File: src/dssm_pkg.sv
// Shared types and constants for the dual stack shared memory block.
// Used by the controller, the datapath, the top level and the checker.
// No dependencies.
package dssm_pkg;

    // Field widths fixed by the word format
    localparam int ELEM_W    = 8;
    localparam int OP_W      = 2;
    localparam int STATUS_W  = 2;
    localparam int DEPTH_F_W = 8;

    // Operation codes
    localparam logic [OP_W-1:0] OP_PUSH = 2'd0;
    localparam logic [OP_W-1:0] OP_POP  = 2'd1;
    localparam logic [OP_W-1:0] OP_PEEK = 2'd2;

    // Result status codes
    localparam logic [STATUS_W-1:0] ST_OK    = 2'd0;
    localparam logic [STATUS_W-1:0] ST_FULL  = 2'd1;
    localparam logic [STATUS_W-1:0] ST_EMPTY = 2'd2;

    // Commands from the controller to the datapath
    typedef struct packed {
        logic load_item;    // capture the incoming word
        logic mem_read;     // issue the memory read for a pop or peek
        logic commit_exec;  // finish an item that needs no read
        logic commit_read;  // finish a pop or peek with the read data
    } cmd_t;

    // Status from the datapath to the controller
    typedef struct packed {
        logic is_read;      // held item is a pop or peek on a non-empty side
    } dp_stat_t;

endpackage

File: src/dssm_ctrl.sv
// Controller state machine for the dual stack shared memory block.
// Depends on dssm_pkg for the command and status structs.
module dssm_ctrl
(
    input  logic              clk,
    input  logic              rst_n,
    input  logic              s_tvalid,
    output logic              s_tready,
    output logic              m_tvalid,
    input  logic              m_tready,
    output dssm_pkg::cmd_t    cmd,
    input  dssm_pkg::dp_stat_t stat
);

    localparam logic [1:0] S_IDLE = 2'd0;
    localparam logic [1:0] S_EXEC = 2'd1;
    localparam logic [1:0] S_READ = 2'd2;

    logic [1:0] state_reg;
    logic [1:0] state_next;
    logic       out_valid_reg;
    logic       out_valid_next;
    logic       out_free;

    // The output register can take a result when empty or being drained.
    assign out_free = !out_valid_reg || m_tready;
    assign s_tready = (state_reg == S_IDLE);
    assign m_tvalid = out_valid_reg;

    // Next state and commands.
    always_comb
    begin
        state_next       = state_reg;
        cmd.load_item    = 1'b0;
        cmd.mem_read     = 1'b0;
        cmd.commit_exec  = 1'b0;
        cmd.commit_read  = 1'b0;
        case (state_reg)
            S_IDLE:
            begin
                if (s_tvalid)
                begin
                    cmd.load_item = 1'b1;
                    state_next    = S_EXEC;
                end
            end
            S_EXEC:
            begin
                if (stat.is_read)
                begin
                    cmd.mem_read = 1'b1;
                    state_next   = S_READ;
                end
                else if (out_free)
                begin
                    cmd.commit_exec = 1'b1;
                    state_next      = S_IDLE;
                end
            end
            S_READ:
            begin
                if (out_free)
                begin
                    cmd.commit_read = 1'b1;
                    state_next      = S_IDLE;
                end
            end
            default:
            begin
                state_next = S_IDLE;
            end
        endcase
    end

    // Output word valid flag.
    always_comb
    begin
        out_valid_next = (out_valid_reg && !m_tready) || cmd.commit_exec || cmd.commit_read;
    end

    always_ff @(posedge clk or negedge rst_n)
    begin
        if (!rst_n)
        begin
            state_reg     <= S_IDLE;
            out_valid_reg <= 1'b0;
        end
        else
        begin
            state_reg     <= state_next;
            out_valid_reg <= out_valid_next;
        end
    end

endmodule

File: src/dssm_datapath.sv
// Datapath of the dual stack shared memory block: item register, stack
// counts, the shared memory and the output word register. Uses dssm_pkg.
module dssm_datapath
#(
    parameter int DEPTH = 128
)
(
    input  logic                                clk,
    input  logic                                rst_n,
    input  dssm_pkg::cmd_t                      cmd,
    output dssm_pkg::dp_stat_t                  stat,
    input  logic [dssm_pkg::OP_W-1:0]           in_op,
    input  logic                                in_side,
    input  logic [dssm_pkg::ELEM_W-1:0]         in_value,
    output logic [dssm_pkg::STATUS_W-1:0]       out_status,
    output logic [dssm_pkg::ELEM_W-1:0]         out_data,
    output logic [dssm_pkg::DEPTH_F_W-1:0]      out_left_depth,
    output logic [dssm_pkg::DEPTH_F_W-1:0]      out_right_depth
);

    localparam int AW = (DEPTH > 1) ? $clog2(DEPTH) : 1;
    localparam int CW = $clog2(DEPTH + 1);
    localparam int SW = CW + 1;
    localparam logic [AW-1:0] ADDR_TOP = AW'(DEPTH - 1);
    localparam logic [SW-1:0] SUM_FULL = SW'(DEPTH);

    // Held item
    logic [dssm_pkg::OP_W-1:0]   op_reg;
    logic                        side_reg;
    logic [dssm_pkg::ELEM_W-1:0] value_reg;

    // Stack counts
    logic [CW-1:0] left_cnt_reg;
    logic [CW-1:0] left_cnt_next;
    logic [CW-1:0] right_cnt_reg;
    logic [CW-1:0] right_cnt_next;

    // Shared memory
    logic [dssm_pkg::ELEM_W-1:0] mem [DEPTH];
    logic [dssm_pkg::ELEM_W-1:0] rdata_reg;

    // Output word
    logic [dssm_pkg::STATUS_W-1:0]  status_reg;
    logic [dssm_pkg::STATUS_W-1:0]  status_next;
    logic [dssm_pkg::ELEM_W-1:0]    data_reg;
    logic [dssm_pkg::ELEM_W-1:0]    data_next;
    logic [dssm_pkg::DEPTH_F_W-1:0] left_depth_reg;
    logic [dssm_pkg::DEPTH_F_W-1:0] right_depth_reg;

    logic [CW-1:0] cur_cnt;
    logic [CW-1:0] cnt_m1;
    logic          full;
    logic          empty;
    logic          is_push;
    logic          is_access;
    logic          is_pop;
    logic          push_ok;
    logic [AW-1:0] wr_addr;
    logic [AW-1:0] rd_addr;
    logic          load_out;

    // Decode the held item against the current counts.
    always_comb
    begin
        cur_cnt   = side_reg ? right_cnt_reg : left_cnt_reg;
        cnt_m1    = cur_cnt - CW'(1);
        full      = ({1'b0, left_cnt_reg} + {1'b0, right_cnt_reg}) >= SUM_FULL;
        empty     = (cur_cnt == '0);
        is_push   = (op_reg == dssm_pkg::OP_PUSH);
        is_pop    = (op_reg == dssm_pkg::OP_POP);
        is_access = is_pop || (op_reg == dssm_pkg::OP_PEEK);
        push_ok   = is_push && !full;
        stat.is_read = is_access && !empty;
        wr_addr   = side_reg ? (ADDR_TOP - cur_cnt[AW-1:0]) : cur_cnt[AW-1:0];
        rd_addr   = side_reg ? (ADDR_TOP - cnt_m1[AW-1:0]) : cnt_m1[AW-1:0];
        load_out  = cmd.commit_exec || cmd.commit_read;
    end

    // Count updates: a push grows its side, a pop shrinks it.
    always_comb
    begin
        left_cnt_next  = left_cnt_reg;
        right_cnt_next = right_cnt_reg;
        if (cmd.commit_exec && push_ok)
        begin
            if (side_reg)
            begin
                right_cnt_next = right_cnt_reg + CW'(1);
            end
            else
            begin
                left_cnt_next = left_cnt_reg + CW'(1);
            end
        end
        else if (cmd.commit_read && is_pop)
        begin
            if (side_reg)
            begin
                right_cnt_next = right_cnt_reg - CW'(1);
            end
            else
            begin
                left_cnt_next = left_cnt_reg - CW'(1);
            end
        end
    end

    // Result status and data.
    always_comb
    begin
        status_next = dssm_pkg::ST_OK;
        data_next   = '0;
        if (cmd.commit_read)
        begin
            data_next = rdata_reg;
        end
        else if (is_push && full)
        begin
            status_next = dssm_pkg::ST_FULL;
        end
        else if (is_access && empty)
        begin
            status_next = dssm_pkg::ST_EMPTY;
        end
    end

    // Item capture and output word.
    always_ff @(posedge clk)
    begin
        if (cmd.load_item)
        begin
            op_reg    <= in_op;
            side_reg  <= in_side;
            value_reg <= in_value;
        end
        if (load_out)
        begin
            status_reg      <= status_next;
            data_reg        <= data_next;
            left_depth_reg  <= dssm_pkg::DEPTH_F_W'(left_cnt_next);
            right_depth_reg <= dssm_pkg::DEPTH_F_W'(right_cnt_next);
        end
    end

    // Memory with one write and one registered read.
    always_ff @(posedge clk)
    begin
        if (cmd.commit_exec && push_ok)
        begin
            mem[wr_addr] <= value_reg;
        end
        if (cmd.mem_read)
        begin
            rdata_reg <= mem[rd_addr];
        end
    end

    // Stack counts.
    always_ff @(posedge clk or negedge rst_n)
    begin
        if (!rst_n)
        begin
            left_cnt_reg  <= '0;
            right_cnt_reg <= '0;
        end
        else
        begin
            left_cnt_reg  <= left_cnt_next;
            right_cnt_reg <= right_cnt_next;
        end
    end

    assign out_status      = status_reg;
    assign out_data        = data_reg;
    assign out_left_depth  = left_depth_reg;
    assign out_right_depth = right_depth_reg;

endmodule

File: src/dual_stack_shared_memory.sv
// Top level of the dual stack shared memory block.
// Instantiates dssm_ctrl and dssm_datapath; uses dssm_pkg.

// Two stacks of bytes share one memory of DEPTH entries: the left stack
// grows up from entry 0, the right stack down from entry DEPTH-1. Each
// input word is a push, pop or peek on one side and yields exactly one
// output word with a status, the popped or peeked byte (zero otherwise)
// and both stack depths after the operation. A push or a refused
// operation goes from idle through the execute state and back to idle;
// a successful pop or peek also passes through the read state, for the
// registered read of the shared memory. A new word is accepted while
// the previous result still waits in the output register; a result stalls
// only when that register is still full at the end of the next item.
// Depths are reported modulo 256.
module dual_stack_shared_memory
#(
    parameter int DEPTH = 128
)
(
    input  logic        clk,
    input  logic        rst_n,
    input  logic        s_tvalid,
    output logic        s_tready,
    input  logic [7:0]  s_tdata,   // [7:0] value
    input  logic [2:0]  s_tuser,   // [1:0] op, [2] side
    output logic        m_tvalid,
    input  logic        m_tready,
    output logic [23:0] m_tdata,   // [7:0] data, [15:8] left_depth, [23:16] right_depth
    output logic [1:0]  m_tuser    // [1:0] status
);

    dssm_pkg::cmd_t     cmd;
    dssm_pkg::dp_stat_t stat;

    logic [dssm_pkg::ELEM_W-1:0]    out_data;
    logic [dssm_pkg::DEPTH_F_W-1:0] out_left_depth;
    logic [dssm_pkg::DEPTH_F_W-1:0] out_right_depth;

    // Sequencing of each word.
    dssm_ctrl u_ctrl
    (
        .clk      (clk),
        .rst_n    (rst_n),
        .s_tvalid (s_tvalid),
        .s_tready (s_tready),
        .m_tvalid (m_tvalid),
        .m_tready (m_tready),
        .cmd      (cmd),
        .stat     (stat)
    );

    // Counts, memory and result word.
    dssm_datapath #(.DEPTH(DEPTH)) u_datapath
    (
        .clk             (clk),
        .rst_n           (rst_n),
        .cmd             (cmd),
        .stat            (stat),
        .in_op           (s_tuser[1:0]),
        .in_side         (s_tuser[2]),
        .in_value        (s_tdata),
        .out_status      (m_tuser),
        .out_data        (out_data),
        .out_left_depth  (out_left_depth),
        .out_right_depth (out_right_depth)
    );

    assign m_tdata = {out_right_depth, out_left_depth, out_data};

endmodule

File: config.mk
export PLATFORM = sky130hd
export DESIGN_NAME = dual_stack_shared_memory
export DESIGN_NICKNAME = d
export VERILOG_FILES = /design/src/dssm_pkg.sv /design/src/dssm_ctrl.sv /design/src/dssm_datapath.sv /design/src/dual_stack_shared_memory.sv
export SDC_FILE = /design/constraint.sdc
export NUM_CORES = 1
export LEC_CHECK = 0
export BUFFER_PORTS_ARGS = -buffer_cell sky130_fd_sc_hd__buf_2
export CAP_MARGIN = 30
export CELL_PAD_IN_SITES_DETAIL_PLACEMENT = 0
export CELL_PAD_IN_SITES_GLOBAL_PLACEMENT = 1
export CORE_MARGIN = 2
export CORE_UTILIZATION = 60
export DETAILED_ROUTE_END_ITERATION = 16
export GPL_ROUTABILITY_DRIVEN = 0
export PLACE_DENSITY = 0.83
export SLEW_MARGIN = 10
export SYNTH_ARGS = -nofsm -noshare
export SYNTH_HDL_FRONTEND = slang
export SYNTH_SLANG_ARGS = --single-unit
File: constraint.sdc
create_clock -name clk -period 11.35 [get_ports clk]
set_clock_uncertainty 0.15 [all_clocks]
set_input_delay 0.5675 -clock clk [delete_from_list [all_inputs] [get_ports clk]]
set_output_delay 0.5675 -clock clk [all_outputs]
set_load 0.02 [all_outputs]
== Yosys cells after proc, flatten, opt, wreduce, memory -nomap -nowiden ==
Memory sizes are Yosys's and may differ from the RTL's. A register that Yosys moved wholly into a read port is not among the register bits.
Cells that the tools add are included.
Widths: inputs -> output; s select.

* Output and inout port bits: 28
* Memory bits (writable): 1024
* Register bits after elaboration: 56
* Memories kept: 1

* Muxes and demuxes: 26
* Add/sub/neg operators: 8
* Magnitude comparators: 1
* Equal/unequal tests: 5
* Reduce and logical (&&, ||, !) cells: 20

{| class="wikitable"
|+ Memory list
! name !! words !! bits a word !! read ports !! clocked after memory_dff !! write ports !! line !! source
|-
| u_datapath.mem || 128 || 8 || 1 || 1 || 1 || dssm_datapath.sv:39 || <nowiki>logic [dssm_pkg::ELEM_W-1:0] mem [DEPTH];</nowiki>
|}

{| class="wikitable"
|+ Operators with widths
! kind !! count
|-
| $mux 8 || 9
|-
| $add 8x1->8 const B || 2
|-
| $sub 8x1->8 const B || 2
|-
| $mux 7 || 2
|-
| $sub 7x7->7 const A || 2
|-
| $mux 2 || 5
|-
| $add 8x8->9 || 1
|-
| $ge 9x8->1 const B || 1
|-
| $mux 1 || 9
|-
| $logic_not 8->1 || 1
|-
| $logic_and 1x1->1 || 7
|-
| $sub 7x1->7 const B || 1
|-
| $pmux 2 s3 || 1
|-
| $logic_or 1x1->1 || 5
|-
| $eq 2x1->1 const B || 2
|-
| $eq 2x2->1 const B || 2
|-
| $logic_not 1->1 || 4
|-
| $logic_not 2->1 || 2
|-
| $ne 2x2->1 const B || 1
|-
| $reduce_or 2->1 || 1
|}

== Longest topological paths before layout ==
* Depth after elaboration: 9
* Mapped depth: 16

== Cells and area by module ==
From an unflattened synthesis, not the netlist that was laid out.

* Cell total of the unflattened synthesis: 2146
* Area, all modules: 43008.7 µm²

{| class="wikitable"
|+ By module, submodules not included
! module !! cells each !! area an instance (µm²) !! instances
|-
| dssm_datapath || 2129 || 42844.8 || 1
|-
| dssm_ctrl || 17 || 163.9 || 1
|}

== Worst setup path before layout ==
OpenSTA, ideal clock, no wires.

* Path kind: reg2reg
* Start: register u_datapath.side_reg
* End: register u_datapath.rdata_reg[1] in the netlist's numbering, read port of u_datapath.mem, data pin
* Data arrival time: 3.869 ns
* Path buffers: 8
* Data required time: 10.937 ns
* Cell stages (with the launch flop): 17
* Path slack: 7.067 ns
* Period minus slack after synthesis: 4.283 ns
* Cell sequence: edfxtp_1 -> buf_4 -> buf_1 -> clkbuf_1 -> buf_1 -> buf_1 -> o21a_1 -> ha_1 -> xnor2_4 -> buf_6 -> buf_4 -> buf_6 -> mux4_2 -> mux2i_1 -> nand2_1 -> a211oi_1 -> nor4b_2

* Word-level cells in the longest chain between the ends: 6
* Elaborated cells on any way between the ends: 9

{| class="wikitable"
|+ Ends and longest elaborated chain
! item !! line !! source
|-
| start, declared || dssm_datapath.sv:29 || <nowiki>logic side_reg;</nowiki>
|-
| start signal, assigned || dssm_datapath.sv:133 || <nowiki>side_reg <= in_side;</nowiki>
|-
| branches (longest 6 deep; another with $sub 7x1->7) || -- ||
|-
| end, declared || dssm_datapath.sv:40 || <nowiki>logic [dssm_pkg::ELEM_W-1:0] rdata_reg;</nowiki>
|}

Several ways; the timed one is not identified.
A chain may end at the register's enable or synchronous reset.

== Final worst setup path ==
* Start: register u_datapath.side_reg
* End: register u_datapath.rdata_reg[5] in the netlist's numbering, read port of u_datapath.mem, data pin

Same word-level chain as after synthesis.

==> impl_metrics.yaml <==
critical_path:
  crit_buf_inv: 3
  crit_path_cell_trace: "buf_4 > nand2_1 > o21a_1 > ha_1 > xnor2_4 > buf_4 > buf_12 > mux4_2 > nand2_1 > nand4_1 > o21ai_0 > o31ai_1 > nor4b_2"
  r2r_cells: 13
  crit_arrival_ns: 5.79
  critPathMaxStageDelay_ns: 1.05
  critical_path.reg2reg.startpoint: "u_datapath.side_reg$_DFFE_PP_"
  reg2reg_to: "u_datapath.rdata_reg[5]$_DFFE_PP_"
  endpoint: "u_datapath.rdata_reg[5]$_DFFE_PP_"
  cp-start-kind: "flop"
  crit_cells: 13
  crit_fanout: 97
  cp_top_family: "buffers and inverters"
  required_ns: 11.69
  rrSetupSlack_ns: 5.90
  crit_type: "flop to flop"
  crit_path_start: "u_datapath.side_reg$_DFFE_PP_"
  critPathCaptureType: "flop"
  slowest_stage: "o31ai_1"
power_and_ir_drop:
  seq_power_share_pct: 36.0
  swShare_pct: 34.3
  p_int_mw: 8.80
  power.switching_mw: 4.58
  p_comb_share_pct: 37.7
  ir_drop_mv: 0.328
  power_density_nw_per_um2: 278
  p_leak_nw: 15.3
  pwr-share-clk_pct: 26.3
sta:
  relSlewSlack_pct: 20.8
  max_freq_ghz: 0.184
  grt_setup_unrepaired: "false"
  setup_viol: 0
  slew_violations: 0
  worst_pin_slew_ns: 1.18
  setup_tns_ns: 0
  fin_crit_ns: 5.45
  fin_worst_hold_slack_ns: 0.122
  finalCritPeriodShare_pct: 48.0
  final-hold-violation-count: 0
synthesis:
  synth_warnings: 0
  yosysUniqueCellTypes: 67
  synth_edf_count: 1069
  yosysSeqAreaShare_pct: 75.5
  syn_area_per_cell_um2: 20.2
  synthArstFlopShare_pct: 1.75
  synth_cells: 2134
  ys_seq_elements: 1088
  synth_nets: 2166
  synth_top_flop_cell: "edfxtp_1"
  syn-cell-area_um2: 43100
floorplanning:
  rows: 98
  coreArea_um2: 71400
  boundaryPins: 43
  die-width_um: 272
  dieArea_um2: 74100
  initial_core_util_pct: 60.5
  fp.dieH_um: 272
grt:
  antenna_found_initial: 2
  grt_overflow: 0
  grt_pass1_vias: 21800
  grt_first_pass_wirelength_mm: 145
  grt_max_degree: 109
  grt.total_usage_pct: 27.0
detailed_routing:
  ant_nets: 0
  routedWlPerCell_um: 30.1
  wl_mm: 98.5
  drtIter0Drc: 2593
  vias: 21600
  firstDrtPassIters: 5
  vias_per_cell: 6.60
  drc_errors: 0
outcome:
  outcome: "finished, final reports clean"
cts:
  clk_path_buf_depth: 3
  root_buffer: "clkbuf_16"
  htreeDepth: 3
  clk_pin_slew_worst_paths_ns: 0.07
  clk_latency_ns: 0.67
  numCtsBuffers: 104
  cts_tree: "done"
  cts.repair.resized: 0
  cts.sinks: 1088
finish:
  top_register: "u_datapath.mem"
  area_growth_syn_to_layout_pct: 11.6
  largest_reg_flops: 1024
  fin_cells: 3272
  nets: 2263
  final_core_util_pct: 67.4
  drive_gt1_share_pct: 22.8
  design_area_um2: 48100
min_path:
  min_path_type: "input port to flop"
placement:
  place_area_um2: 44400
  port_buffers: 42
  hpwl_mm: 56.9
  dp_cells: 3055
job:
  cap_violations: 0
## cell usage after synthesis (all sizes together) (4+ instances only)
master	n	area, um2
nand2b	4	25.0
o22ai	7	43.8
dfrtp	19	475
nor2b	8	57.6
nor4b	5	77.6
and2	22	140
nand2	148	556
buf	91	564
ha	16	200
nand4	7	43.8
a22oi	12	90.1
and3	8	50.1
a211oi	25	188
nor3	5	35.0
nor2	150	563
a32oi	12	105
a31oi	8	50.1
clkbuf	20	75.1
o211ai	4	30.0
nand3	25	135
edfxtp	1069	32100
inv	11	41.3
mux2i	79	798
mux4	256	5770
a21oi	25	125
o31ai	7	52.6
o21ai	22	114
a2111oi	4	35.0
xor2	11	96.3
xnor2	12	143
nor4	5	37.5
## routing by layer
| metal | vias up | track usage (%) | routed length [um] |
|---|---|---|---|
| li1 | 8936 | - | - |
| met2 | 1241 | 42.4 | 47700 |
| met4 | 2 | 10.1 | 3580 |
| met3 | 191 | 4.58 | 9410 |
| met5 | - | 0 | 11 |
| met1 | 11200 | 39.1 | 37900 |
## what timing repair did
item | in CTS | in global routing
hold buffers | 12 | 0
buffers inserted | 0 | 0
hold endpoints to repair | 30 | 0
## cell usage in the layout (no fill, tap or decap), types with 7 or more instances in the layout
cell	netlist	routed
a31oi_1	8	8
clkbuf_1	20	24
nor2b_1	7	7
clkinv_2	0	17
a21oi_1	25	24
a22oi_1	12	12
a211oi_1	25	25
buf_2	46	43
nand3_1	23	21
xnor2_1	10	9
bufinv_16	0	15
nor2_1	150	150
dlygate4sd3_1	0	12
clkinv_1	0	19
and2_1	21	21
mux4_2	256	256
clkbuf_16	0	104
o31ai_1	7	7
a32oi_1	12	12
dfrtp_1	19	19
xor2_1	11	11
ha_1	16	16
mux2i_1	77	76
nand4_1	7	7
o21ai_0	17	13
o21ai_1	4	8
buf_4	28	30
nand2_1	148	144
inv_1	11	11
edfxtp_1	1069	1069
and3_1	8	8
o22ai_1	7	7
## worst min-delay path: stages
cell      delay, ns
buf_2          0.09
nand2b_1       0.17
o21bai_1       0.07
## power groups by stage
stage / Combinational, mW / Clock, mW / Sequential, mW
2_1_floorplan: 3.46 / 0 / 5.00
3_3_place_gp: 4.90 / 0 / 4.93
3_5_place_dp: 4.98 / 0 / 4.91
4_1_cts: 5.00 / 3.55 / 4.82
5_1_grt: 5.32 / 3.71 / 4.83
6_report: 5.04 / 3.52 / 4.82
## area by class of cell
class / count / area [um2]
Antenna cell: 2 / 5.00
Multi-Input combinational cell: 924 / 9940
Clock buffer: 130 / 2720
Timing Repair Buffer: 102 / 908
Inverter: 11 / 41.3
Fill cell: 4426 / 23200
Clock inverter: 65 / 746
Tap cell: 950 / 1190
Sequential cell: 1088 / 32600
## worst min path at each step
| stage | startpoint | end | slack, ns | cells past startpoint |
|---|---|---|---|---|
| 2_1_floorplan | rst_n | u_ctrl.m_tvalid$_DFF_PN0_ | 0.12 | 0 |
| 4_1_cts | m_tready | u_ctrl.state_reg[0]$_DFFE_PN0P_ | 0.09 | 3 |
| 3_3_place_gp | rst_n | u_datapath.left_cnt_reg[2]$_DFF_PN0_ | 0.38 | 1 |
| 3_5_place_dp | rst_n | u_datapath.left_cnt_reg[2]$_DFF_PN0_ | 0.39 | 1 |
| 6_report | m_tready | u_ctrl.state_reg[0]$_DFFE_PN0P_ | 0.12 | 3 |
| 5_1_grt | m_tready | u_ctrl.state_reg[0]$_DFFE_PN0P_ | 0.13 | 3 |
## cells by family after synthesis
| logic type | synth area share, % |
|---|---|
| and+or+nand+nor | 4.15 |
| DFF | 75.5 |
| adders and majority gates | 0.510 |
| xor gates and xnor gates | 0.554 |
| buffers and inverters | 1.58 |
| muxes | 15.3 |
| AOI/OAI and AO/OA | 2.40 |
## through the flow
step / power, mW / setup WS, ns
floorplan: 8.46 / 7.07
global placement: 9.82 / 6.10
finish: 13.4 / 5.90
global route: 13.9 / 5.73
detailed placement: 9.89 / 6.09
CTS: 13.4 / 6.00
(Power assumes the default switching activity.)
